--- src/hdl/trd_pkg.sv ---
// shared types and constants for the tga run-length pixel decoder
`timescale 1ns / 1ps
`default_nettype none

package trd_pkg;

    // configuration port
    localparam int CFG_INDEX_W = 3;
    localparam int CFG_DATA_W  = 16;

    localparam logic [CFG_INDEX_W-1:0] CFG_RLE_ENABLED   = 3'd0;
    localparam logic [CFG_INDEX_W-1:0] CFG_HAS_ALPHA     = 3'd1;
    localparam logic [CFG_INDEX_W-1:0] CFG_IMAGE_WIDTH   = 3'd2;
    localparam logic [CFG_INDEX_W-1:0] CFG_IMAGE_HEIGHT  = 3'd3;
    localparam logic [CFG_INDEX_W-1:0] CFG_TOP_TO_BOTTOM = 3'd4;
    localparam logic [CFG_INDEX_W-1:0] CFG_RIGHT_TO_LEFT = 3'd5;

    // stream widths
    localparam int IN_TDATA_W  = 8;
    localparam int OUT_TDATA_W = 72;

    localparam logic [7:0] OPAQUE_ALPHA = 8'hff;

    typedef enum logic [1:0] {
        ST_IDLE,
        ST_WALK,
        ST_EMIT
    } trd_state_t;

    // controller to datapath
    typedef struct packed {
        logic take_byte;
        logic walk_step;
        logic load_out;
    } trd_cmd_t;

    // datapath to controller
    typedef struct packed {
        logic skip;
        logic pixel_done;
        logic walk_done;
        logic slot_free;
    } trd_status_t;

endpackage

`default_nettype wire

--- src/hdl/trd_ctrl.sv ---
// controller state machine for the tga run-length pixel decoder
`timescale 1ns / 1ps
`default_nettype none

module trd_ctrl (
    input  wire                 aclk,
    input  wire                 aresetn,
    input  wire                 s_tvalid,
    output logic                s_tready,
    input  trd_pkg::trd_status_t status,
    output trd_pkg::trd_cmd_t   cmd
);
    import trd_pkg::*;

    trd_state_t state_reg;
    trd_state_t state_next;

    always_ff @(posedge aclk) begin
        if (!aresetn) begin
            state_reg <= ST_IDLE;
        end else begin
            state_reg <= state_next;
        end
    end

    always_comb begin
        state_next = state_reg;
        cmd        = '0;
        s_tready   = 1'b0;
        case (state_reg)
            ST_IDLE: begin
                s_tready = 1'b1;
                if (s_tvalid && !status.skip) begin
                    cmd.take_byte = 1'b1;
                    if (status.pixel_done) begin
                        state_next = ST_WALK;
                    end
                end
            end
            ST_WALK: begin
                cmd.walk_step = 1'b1;
                if (status.walk_done) begin
                    state_next = ST_EMIT;
                end
            end
            ST_EMIT: begin
                if (status.slot_free) begin
                    cmd.load_out = 1'b1;
                    state_next   = ST_IDLE;
                end
            end
            default: begin
                state_next = ST_IDLE;
            end
        endcase
    end

endmodule

`default_nettype wire

--- src/hdl/trd_dp.sv ---
// datapath: configuration, packet and pixel assembly, position walk and output register
`timescale 1ns / 1ps
`default_nettype none

module trd_dp (
    input  wire                                aclk,
    input  wire                                aresetn,
    input  trd_pkg::trd_cmd_t                  cmd,
    output trd_pkg::trd_status_t               status,
    input  wire                                cfg_wr_en,
    input  wire  [trd_pkg::CFG_INDEX_W-1:0]    cfg_index,
    input  wire  [trd_pkg::CFG_DATA_W-1:0]     cfg_wdata,
    input  wire  [trd_pkg::IN_TDATA_W-1:0]     s_tdata,
    output logic                               m_tvalid,
    input  wire                                m_tready,
    output logic [trd_pkg::OUT_TDATA_W-1:0]    m_tdata,
    output logic                               m_tlast
);
    import trd_pkg::*;

    // configuration
    logic        rle_en_reg, has_alpha_reg, ttb_reg, rtl_reg;
    logic [15:0] width_reg, height_reg;

    // stream state
    logic        expect_hdr_reg, expect_hdr_next;
    logic [1:0]  bip_reg, bip_next;
    logic [7:0]  pkt_rem_reg, pkt_rem_next;
    logic        pkt_run_reg, pkt_run_next;
    logic [23:0] held_reg, held_next;
    logic [15:0] col_reg, col_next;
    logic [15:0] row_reg, row_next;
    logic        done_reg, done_next;

    // pending record
    logic [7:0]  adv_reg, adv_next;
    logic [7:0]  cnt_reg, cnt_next;
    logic [7:0]  red_reg, red_next, green_reg, green_next;
    logic [7:0]  blue_reg, blue_next, alpha_reg, alpha_next;
    logic [15:0] dest_x_reg, dest_x_next, dest_y_reg, dest_y_next;
    logic        last_reg, last_next;

    // output register
    logic                   out_valid_reg, out_valid_next;
    logic [OUT_TDATA_W-1:0] out_data_reg, out_data_next;
    logic                   out_last_reg, out_last_next;

    logic        hdr_byte;
    logic [2:0]  bip_inc, stride;
    logic [7:0]  new_copies;
    logic [15:0] space;
    logic        fits, last_row;
    logic [7:0]  left;

    always_ff @(posedge aclk) begin
        if (!aresetn) begin
            rle_en_reg    <= 1'b0;
            has_alpha_reg <= 1'b0;
            width_reg     <= 16'd1;
            height_reg    <= 16'd1;
            ttb_reg       <= 1'b0;
            rtl_reg       <= 1'b0;
        end else if (cfg_wr_en) begin
            case (cfg_index)
                CFG_RLE_ENABLED:   rle_en_reg    <= cfg_wdata[0];
                CFG_HAS_ALPHA:     has_alpha_reg <= cfg_wdata[0];
                CFG_IMAGE_WIDTH:   width_reg     <= cfg_wdata;
                CFG_IMAGE_HEIGHT:  height_reg    <= cfg_wdata;
                CFG_TOP_TO_BOTTOM: ttb_reg       <= cfg_wdata[0];
                CFG_RIGHT_TO_LEFT: rtl_reg       <= cfg_wdata[0];
                default: ;
            endcase
        end
    end

    assign hdr_byte = rle_en_reg && expect_hdr_reg;
    assign bip_inc  = {1'b0, bip_reg} + 3'd1;
    assign stride   = has_alpha_reg ? 3'd4 : 3'd3;

    // a run with a zero count still paints one pixel
    always_comb begin
        new_copies = 8'd1;
        if (rle_en_reg && pkt_run_reg && pkt_rem_reg != 8'd0) begin
            new_copies = pkt_rem_reg;
        end
    end

    // one row wrap per walk step
    assign space    = width_reg - col_reg;
    assign fits     = {8'd0, adv_reg} < space;
    assign left     = adv_reg - space[7:0];
    assign last_row = row_reg == height_reg - 16'd1;

    always_comb begin
        status.skip       = done_reg || width_reg == 16'd0 || height_reg == 16'd0 ||
                            col_reg >= width_reg || row_reg >= height_reg;
        status.pixel_done = !hdr_byte && bip_inc >= stride;
        status.walk_done  = fits || last_row || left == 8'd0;
        status.slot_free  = !out_valid_reg || m_tready;
    end

    always_comb begin
        expect_hdr_next = expect_hdr_reg;
        bip_next        = bip_reg;
        pkt_rem_next    = pkt_rem_reg;
        pkt_run_next    = pkt_run_reg;
        held_next       = held_reg;
        col_next        = col_reg;
        row_next        = row_reg;
        done_next       = done_reg;
        adv_next        = adv_reg;
        cnt_next        = cnt_reg;
        red_next        = red_reg;
        green_next      = green_reg;
        blue_next       = blue_reg;
        alpha_next      = alpha_reg;
        dest_x_next     = dest_x_reg;
        dest_y_next     = dest_y_reg;
        last_next       = last_reg;
        out_valid_next  = out_valid_reg;
        out_data_next   = out_data_reg;
        out_last_next   = out_last_reg;

        if (cmd.take_byte) begin
            if (hdr_byte) begin
                pkt_rem_next    = {1'b0, s_tdata[6:0]} + 8'd1;
                pkt_run_next    = s_tdata[7];
                expect_hdr_next = 1'b0;
                bip_next        = 2'd0;
                held_next       = '0;
            end else if (!status.pixel_done) begin
                case (bip_reg)
                    2'd0:    held_next[7:0]   = s_tdata;
                    2'd1:    held_next[15:8]  = s_tdata;
                    2'd2:    held_next[23:16] = s_tdata;
                    default: ;
                endcase
                bip_next = bip_inc[1:0];
            end else begin
                blue_next  = held_reg[7:0];
                green_next = held_reg[15:8];
                red_next   = has_alpha_reg ? held_reg[23:16] : s_tdata;
                alpha_next = has_alpha_reg ? s_tdata : OPAQUE_ALPHA;
                bip_next   = 2'd0;
                held_next  = '0;
                if (rle_en_reg) begin
                    if (pkt_run_reg || pkt_rem_reg <= 8'd1) begin
                        pkt_rem_next    = 8'd0;
                        expect_hdr_next = 1'b1;
                    end else begin
                        pkt_rem_next = pkt_rem_reg - 8'd1;
                    end
                end
                cnt_next    = new_copies;
                adv_next    = new_copies;
                dest_x_next = rtl_reg ? width_reg - 16'd1 - col_reg : col_reg;
                dest_y_next = ttb_reg ? row_reg : height_reg - 16'd1 - row_reg;
                last_next   = 1'b0;
            end
        end

        if (cmd.walk_step) begin
            if (fits) begin
                col_next = col_reg + {8'd0, adv_reg};
                adv_next = 8'd0;
            end else if (last_row) begin
                // run reaches the end of the image: clamp to what was left
                done_next = 1'b1;
                last_next = 1'b1;
                cnt_next  = cnt_reg - left;
                adv_next  = 8'd0;
            end else begin
                row_next = row_reg + 16'd1;
                col_next = 16'd0;
                adv_next = left;
            end
        end

        if (cmd.load_out) begin
            out_valid_next = 1'b1;
            out_data_next  = {cnt_reg, dest_y_reg, dest_x_reg,
                              alpha_reg, blue_reg, green_reg, red_reg};
            out_last_next  = last_reg;
        end else if (m_tready) begin
            out_valid_next = 1'b0;
        end
    end

    always_ff @(posedge aclk) begin
        if (!aresetn) begin
            expect_hdr_reg <= 1'b1;
            bip_reg        <= 2'd0;
            pkt_rem_reg    <= 8'd0;
            pkt_run_reg    <= 1'b0;
            held_reg       <= '0;
            col_reg        <= 16'd0;
            row_reg        <= 16'd0;
            done_reg       <= 1'b0;
            out_valid_reg  <= 1'b0;
        end else begin
            expect_hdr_reg <= expect_hdr_next;
            bip_reg        <= bip_next;
            pkt_rem_reg    <= pkt_rem_next;
            pkt_run_reg    <= pkt_run_next;
            held_reg       <= held_next;
            col_reg        <= col_next;
            row_reg        <= row_next;
            done_reg       <= done_next;
            out_valid_reg  <= out_valid_next;
        end
    end

    always_ff @(posedge aclk) begin
        adv_reg      <= adv_next;
        cnt_reg      <= cnt_next;
        red_reg      <= red_next;
        green_reg    <= green_next;
        blue_reg     <= blue_next;
        alpha_reg    <= alpha_next;
        dest_x_reg   <= dest_x_next;
        dest_y_reg   <= dest_y_next;
        last_reg     <= last_next;
        out_data_reg <= out_data_next;
        out_last_reg <= out_last_next;
    end

    assign m_tvalid = out_valid_reg;
    assign m_tdata  = out_data_reg;
    assign m_tlast  = out_last_reg;

endmodule

`default_nettype wire

--- src/hdl/tga_rle_pixel_decoder.sv ---
// top level of the tga run-length pixel decoder
`timescale 1ns / 1ps
`default_nettype none

// Decodes the body bytes of a 24-bit or 32-bit TGA image, one byte per input item, into
// RGBA run records carrying the oriented destination of the first pixel, a copy count and
// an end-of-image flag on m_tlast. A byte that is a packet header or part of a pixel is
// taken in the idle state. The byte that completes a pixel starts a position walk over the
// image rows that the run's pixels cover, then the output register is loaded (this waits
// while that register still holds an untaken item); the walk advances across at most one row
// per cycle. Bytes are still taken while a record waits in the output register. Once the
// image is complete, further bytes are taken and dropped until reset. Configuration must be
// written only while the block is idle; the block itself does not enforce this.
module tga_rle_pixel_decoder (
    input  wire                                aclk,
    input  wire                                aresetn,
    input  wire                                cfg_wr_en,
    input  wire  [trd_pkg::CFG_INDEX_W-1:0]    cfg_index,
    input  wire  [trd_pkg::CFG_DATA_W-1:0]     cfg_wdata,
    input  wire                                s_tvalid,
    output logic                               s_tready,
    input  wire  [trd_pkg::IN_TDATA_W-1:0]     s_tdata,   // data_byte
    output logic                               m_tvalid,
    input  wire                                m_tready,
    // red, green, blue, alpha, dest_x, dest_y, copies
    output logic [trd_pkg::OUT_TDATA_W-1:0]    m_tdata,
    output logic                               m_tlast    // image_last
);
    import trd_pkg::*;

    trd_cmd_t    cmd;
    trd_status_t status;

    trd_ctrl u_ctrl (
        .aclk     (aclk),
        .aresetn  (aresetn),
        .s_tvalid (s_tvalid),
        .s_tready (s_tready),
        .status   (status),
        .cmd      (cmd)
    );

    trd_dp u_dp (
        .aclk      (aclk),
        .aresetn   (aresetn),
        .cmd       (cmd),
        .status    (status),
        .cfg_wr_en (cfg_wr_en),
        .cfg_index (cfg_index),
        .cfg_wdata (cfg_wdata),
        .s_tdata   (s_tdata),
        .m_tvalid  (m_tvalid),
        .m_tready  (m_tready),
        .m_tdata   (m_tdata),
        .m_tlast   (m_tlast)
    );

    // no byte is taken while a run is being walked
    assert property (@(posedge aclk) disable iff (!aresetn)
        cmd.walk_step |-> !s_tready)
        else $error("byte accepted during position walk");

    // a record always paints at least one pixel
    assert property (@(posedge aclk) disable iff (!aresetn)
        m_tvalid |-> m_tdata[71:64] != 8'd0)
        else $error("record with zero copies");

    // nothing follows the record that completes the image
    assert property (@(posedge aclk) disable iff (!aresetn)
        (m_tvalid && m_tready && m_tlast) |=> !m_tvalid)
        else $error("record after end of image");

    // the output register is only loaded when it is free
    assert property (@(posedge aclk) disable iff (!aresetn)
        cmd.load_out |-> (!m_tvalid || m_tready))
        else $error("output record overwritten");

endmodule

`default_nettype wire
--- config.mk ---
export PLATFORM = sky130hd
export DESIGN_NAME = tga_rle_pixel_decoder
export DESIGN_NICKNAME = d
export VERILOG_FILES = /design/src/hdl/trd_pkg.sv /design/src/hdl/trd_ctrl.sv /design/src/hdl/trd_dp.sv /design/src/hdl/tga_rle_pixel_decoder.sv
export SDC_FILE = /design/constraint.sdc
export NUM_CORES = 1
export LEC_CHECK = 0
export BUFFER_PORTS_ARGS = -buffer_cell sky130_fd_sc_hd__buf_2
export CORE_ASPECT_RATIO = 0.6
export CORE_MARGIN = 2
export CORE_UTILIZATION = 50
export CTS_CLUSTER_DIAMETER = 120
export DETAILED_ROUTE_END_ITERATION = 8
export PLACE_DENSITY_LB_ADDON = 0.2
export SLEW_MARGIN = 20
export SYNTH_ARGS = -nofsm -noshare
export SYNTH_HDL_FRONTEND = slang
export SYNTH_SLANG_ARGS = --single-unit
export TNS_END_PERCENT = 30
--- constraint.sdc ---
create_clock -name aclk -period 3.9 [get_ports aclk]
set_input_delay 0.195 -clock aclk [delete_from_list [all_inputs] [get_ports aclk]]
set_output_delay 0.195 -clock aclk [all_outputs]
set_load 0.005 [all_outputs]
==> impl_metrics.csv <==
group,metric,value,unit
status,run_status,"finished, final reports clean",
synth,yosysUniqueCellTypes,79,
finish,layout-drive-gt1-share,20.03,%
clocking,cts_tree,"yes",
place,dp_cells,1848,
worst_setup_path,cp-end-kind,"register",
die,num_rows,47,
worst_setup_path,arrival,4.34,ns
synth,yosys.area.top_type_share,31.47,%
clocking,cts_sinks,262,
place,portBuffers,106,
power_and_ir_drop,sequentialPowerShare,31.7,%
synth,syn_inst,1358,
grt,grt_max_degree,49,
hold_path,hold_depth,2,
grt,antenna_found_initial,0,
power_and_ir_drop,p_int,0.007213,W
drt,drc,0,
sta,rsz0062_at_grt,"yes",
grt,grt_pass1_wl,55610,microns
worst_setup_path,critPathMaxStageDelay,0.56,ns
drt,drt-total-wl,35570,microns
finish,layoutNonFillerInstCount,1925,
sta,clock_skew,0.009902,ns
clocking,clockBufferDepth,3,
sta,final.min_clock_period,3.875,ns
die,fp.dieW,218.8,microns
synth,netlist.top_cell.by_area,"edfxtp_1",
finish,nets,1658,
clocking,path_clk_slew,0.07,ns
synth,synth_area_leaders,"edfxtp_1, dfxtp_1, ha_1",
sta,fin_crit_sh,99.37,%
place,gp_congestion,0.9417,
power_and_ir_drop,switching_share,36.09,%
worst_setup_path,reg2reg_slack,0.02,ns
die,die_h,132.9,microns
grt,grt_overflow,0,
worst_setup_path,startpoint_type,"register",
worst_setup_path,rr_worst_depth,13,
synth,yosysSeqAreaShare,48.40,%
synth,yosysWarnings,0,
sta,max_freq,0.2580,GHz
clocking,htreeDepth,1,
worst_setup_path,critPathMaxFanout,6,
sta,worstMarginPinSlew,0.9033,ns
die,pin_count,107,
clocking,cts_inserted_buffers,26,
drt,drt_iter0_drc,1060,
synth,syn_area,13840,sq um
worst_setup_path,crit_start,"u_dp.height_reg[6]$_SDFFE_PN0P_",
finish,largest_register_ffs,72,
synth,syn-num-nets,1478,
power_and_ir_drop,irDropWorstVdd,0.4699,mV
finish,areaGrowthSynthToFinish,19.73,%
synth,synth-seq-cells,262,
drt,vias,10990,
worst_setup_path,crit_chain,"or4_4 -> or3_4 -> or4_4 -> xnor2_2 -> ha_1 -> nand2_1 -> nor3_2 -> and3_4 -> nand3_2 -> nor4_2 -> buf_4 -> mux2_2 -> a221oi_2",
power_and_ir_drop,p_total,0.01129,W
synth,post_synth_most_frequent_cells,"nand2_1, edfxtp_1, dfxtp_1, a21oi_1, inv_1",
grt,grt_pass1_vias,10210,
sta,setup_viol,0,
clocking,clockRootBuffer,"clkbuf_16",
synth,ys.flop_type,"edfxtp_1",
worst_setup_path,slowest_stage,"or4_4",
power_and_ir_drop,p_leak,6.596,nW
drt,drtPass1Iterations,5,
die,dieArea,29060,sq um
synth,synth.most_common_cell,"nand2_1",
worst_setup_path,cp_num_buf_inv,1,
worst_setup_path,cpMostUsedCell,"or4_4",
sta,relSlewSlack,39.35,%
drt,ant_nets,0,
finish,antenna_cells,0,
synth,synth-edff-count,145,
place,dp_hpwl,26520,microns
power_and_ir_drop,powerDensity,681.3,nW/um^2
power_and_ir_drop,switchingPower,0.004074,W
die,start_util,50.49,%
finish,nFillCells,2357,
hold_path,hold_path_class,"in2reg",
drt,wl_per_cell,18.48,microns
grt,grt.total_usage,24.19,%
power_and_ir_drop,clockPowerShare,23.4,%
synth,async_reset_ff_share,0,%
synth,syn-mean-instance-area,10.19,sq um
worst_setup_path,crit_cells,13,
drt,vias_per_cell,5.706,
clocking,clk_latency,0.55,ns
run,timing.max_cap.violations,0,
sta,timing_max_transition_violations_final,0,
worst_setup_path,crit_required,4.36,ns
worst_setup_path,critPathKind,"reg2reg",
sta,finalHoldViolCount,0,
worst_setup_path,r2r-start,"u_dp.height_reg[6]$_SDFFE_PN0P_",
die,coreArea,27400,sq um
hold_path,worst_hold_startpoint,"s_tdata[1]",
power_and_ir_drop,p_comb_share,44.9,%
worst_setup_path,crit_family,"simple AND/OR/NAND/NOR gates",
-- logic make-up (layout without fill, tap and decap cells) --
group | count (synthesis) | in the layout | synth area share (%)
multiplexers | 69 | 69 | 5.137
adder cells (fa/ha/maj) | 88 | 88 | 8.284
AO/OA/AOI/OAI | 297 | 297 | 13.81
AND/OR/NAND/NOR | 432 | 432 | 15.76
XOR/XNOR | 72 | 72 | 4.558
flip-flops | 262 | 262 | 48.40
buffers and inverters | 138 | 338 | 4.051
-- layer usage --
| metal | share of wire, % | global-route usage, % | vias to the layer above |
|---|---|---|---|
| met3 | 7.8 | 4.782 | 51 |
| met5 | 0 | 0 | - |
| li1 | - | - | 5279 |
| met2 | 41 | 34.79 | 379 |
| met1 | 49 | 37.69 | 5276 |
| met4 | 1.9 | 4.617 | 0 |
-- cell type report --
| class | instances | area [sq um] | share of cell area, % |
|---|---|---|---|
| Clock buffer | 30 | 685.7 | 4.139 |
| Timing Repair Buffer | 207 | 1395 | 8.421 |
| Inverter | 83 | 315.3 | 1.903 |
| Tap cell | 367 | 459.2 | 2.772 |
| Clock inverter | 18 | 216.5 | 1.307 |
| Sequential cell | 262 | 6701 | 40.45 |
| Multi-Input combinational cell | 958 | 6793 | 41.00 |
-- power groups by stage --
stage	clock, W	sequential [W]	combinational (W)
detailed placement	0	0.00363	0.00452
global route	0.00279	0.00361	0.00550
global placement	0	0.00362	0.00440
finish	0.00264	0.00358	0.00507
CTS	0.00270	0.00358	0.00474
floorplan	0	0.00360	0.00304
-- metrics by stage --
step | TNS (ns) | hold WS [ns] | instance area, sq um | util (%) | worst slack [ns]
floorplan | -10.12 | 0.3310 | 13840 | - | -0.1387
global placement | 0 | 0.4021 | 15180 | 55.41 | 0.03058
detailed placement | -0.1208 | 0.4045 | 15180 | 55.41 | -0.1208
CTS | 0 | 0.005262 | 16320 | 59.57 | 0.001815
global route | -0.2340 | 0.02000 | 16570 | 60.45 | -0.09523
finish | 0 | 0.02936 | 16570 | 60.45 | 0.02473
-- timing repair --
action	in CTS	in global routing
gates resized for setup	7	36
hold buffers	18	0
endpoints found under the setup margin	2	22
pin swaps	5	16
buffers inserted	2	9
hold endpoints to repair	33	0
-- final timing paths --
kind,endpoint
hold reg to reg,u_dp.m_tdata[36]$_DFFE_PP_
hold / removal,u_dp.alpha_reg[1]$_SDFFCE_PN1P_
setup reg to reg,u_dp.cnt_reg[5]$_DFF_P_
setup / recovery,u_dp.cnt_reg[5]$_DFF_P_
-- cell usage in the layout (no fill, tap or decap), types with 8 or more instances in the layout --
master         count
nand2_1          165
edfxtp_1         145
dfxtp_1          113
buf_2            106
a21oi_1          100
nor2_1            80
inv_1             79
ha_1              77
buf_4             77
o21ai_0           56
mux2i_1           53
xnor2_1           43
a21o_1            26
and3_1            26
clkbuf_16         26
nand2b_1          24
xor2_1            24
nand3_1           24
nand4_1           19
dlygate4sd3_1     18
mux2_2            15
nor3_1            14
nor4_1            10
or4_1             10
o31ai_1            9
o211ai_1           9
o21bai_1           8
a31oi_1            8
or3_1              8
(Power assumes the default switching activity.)
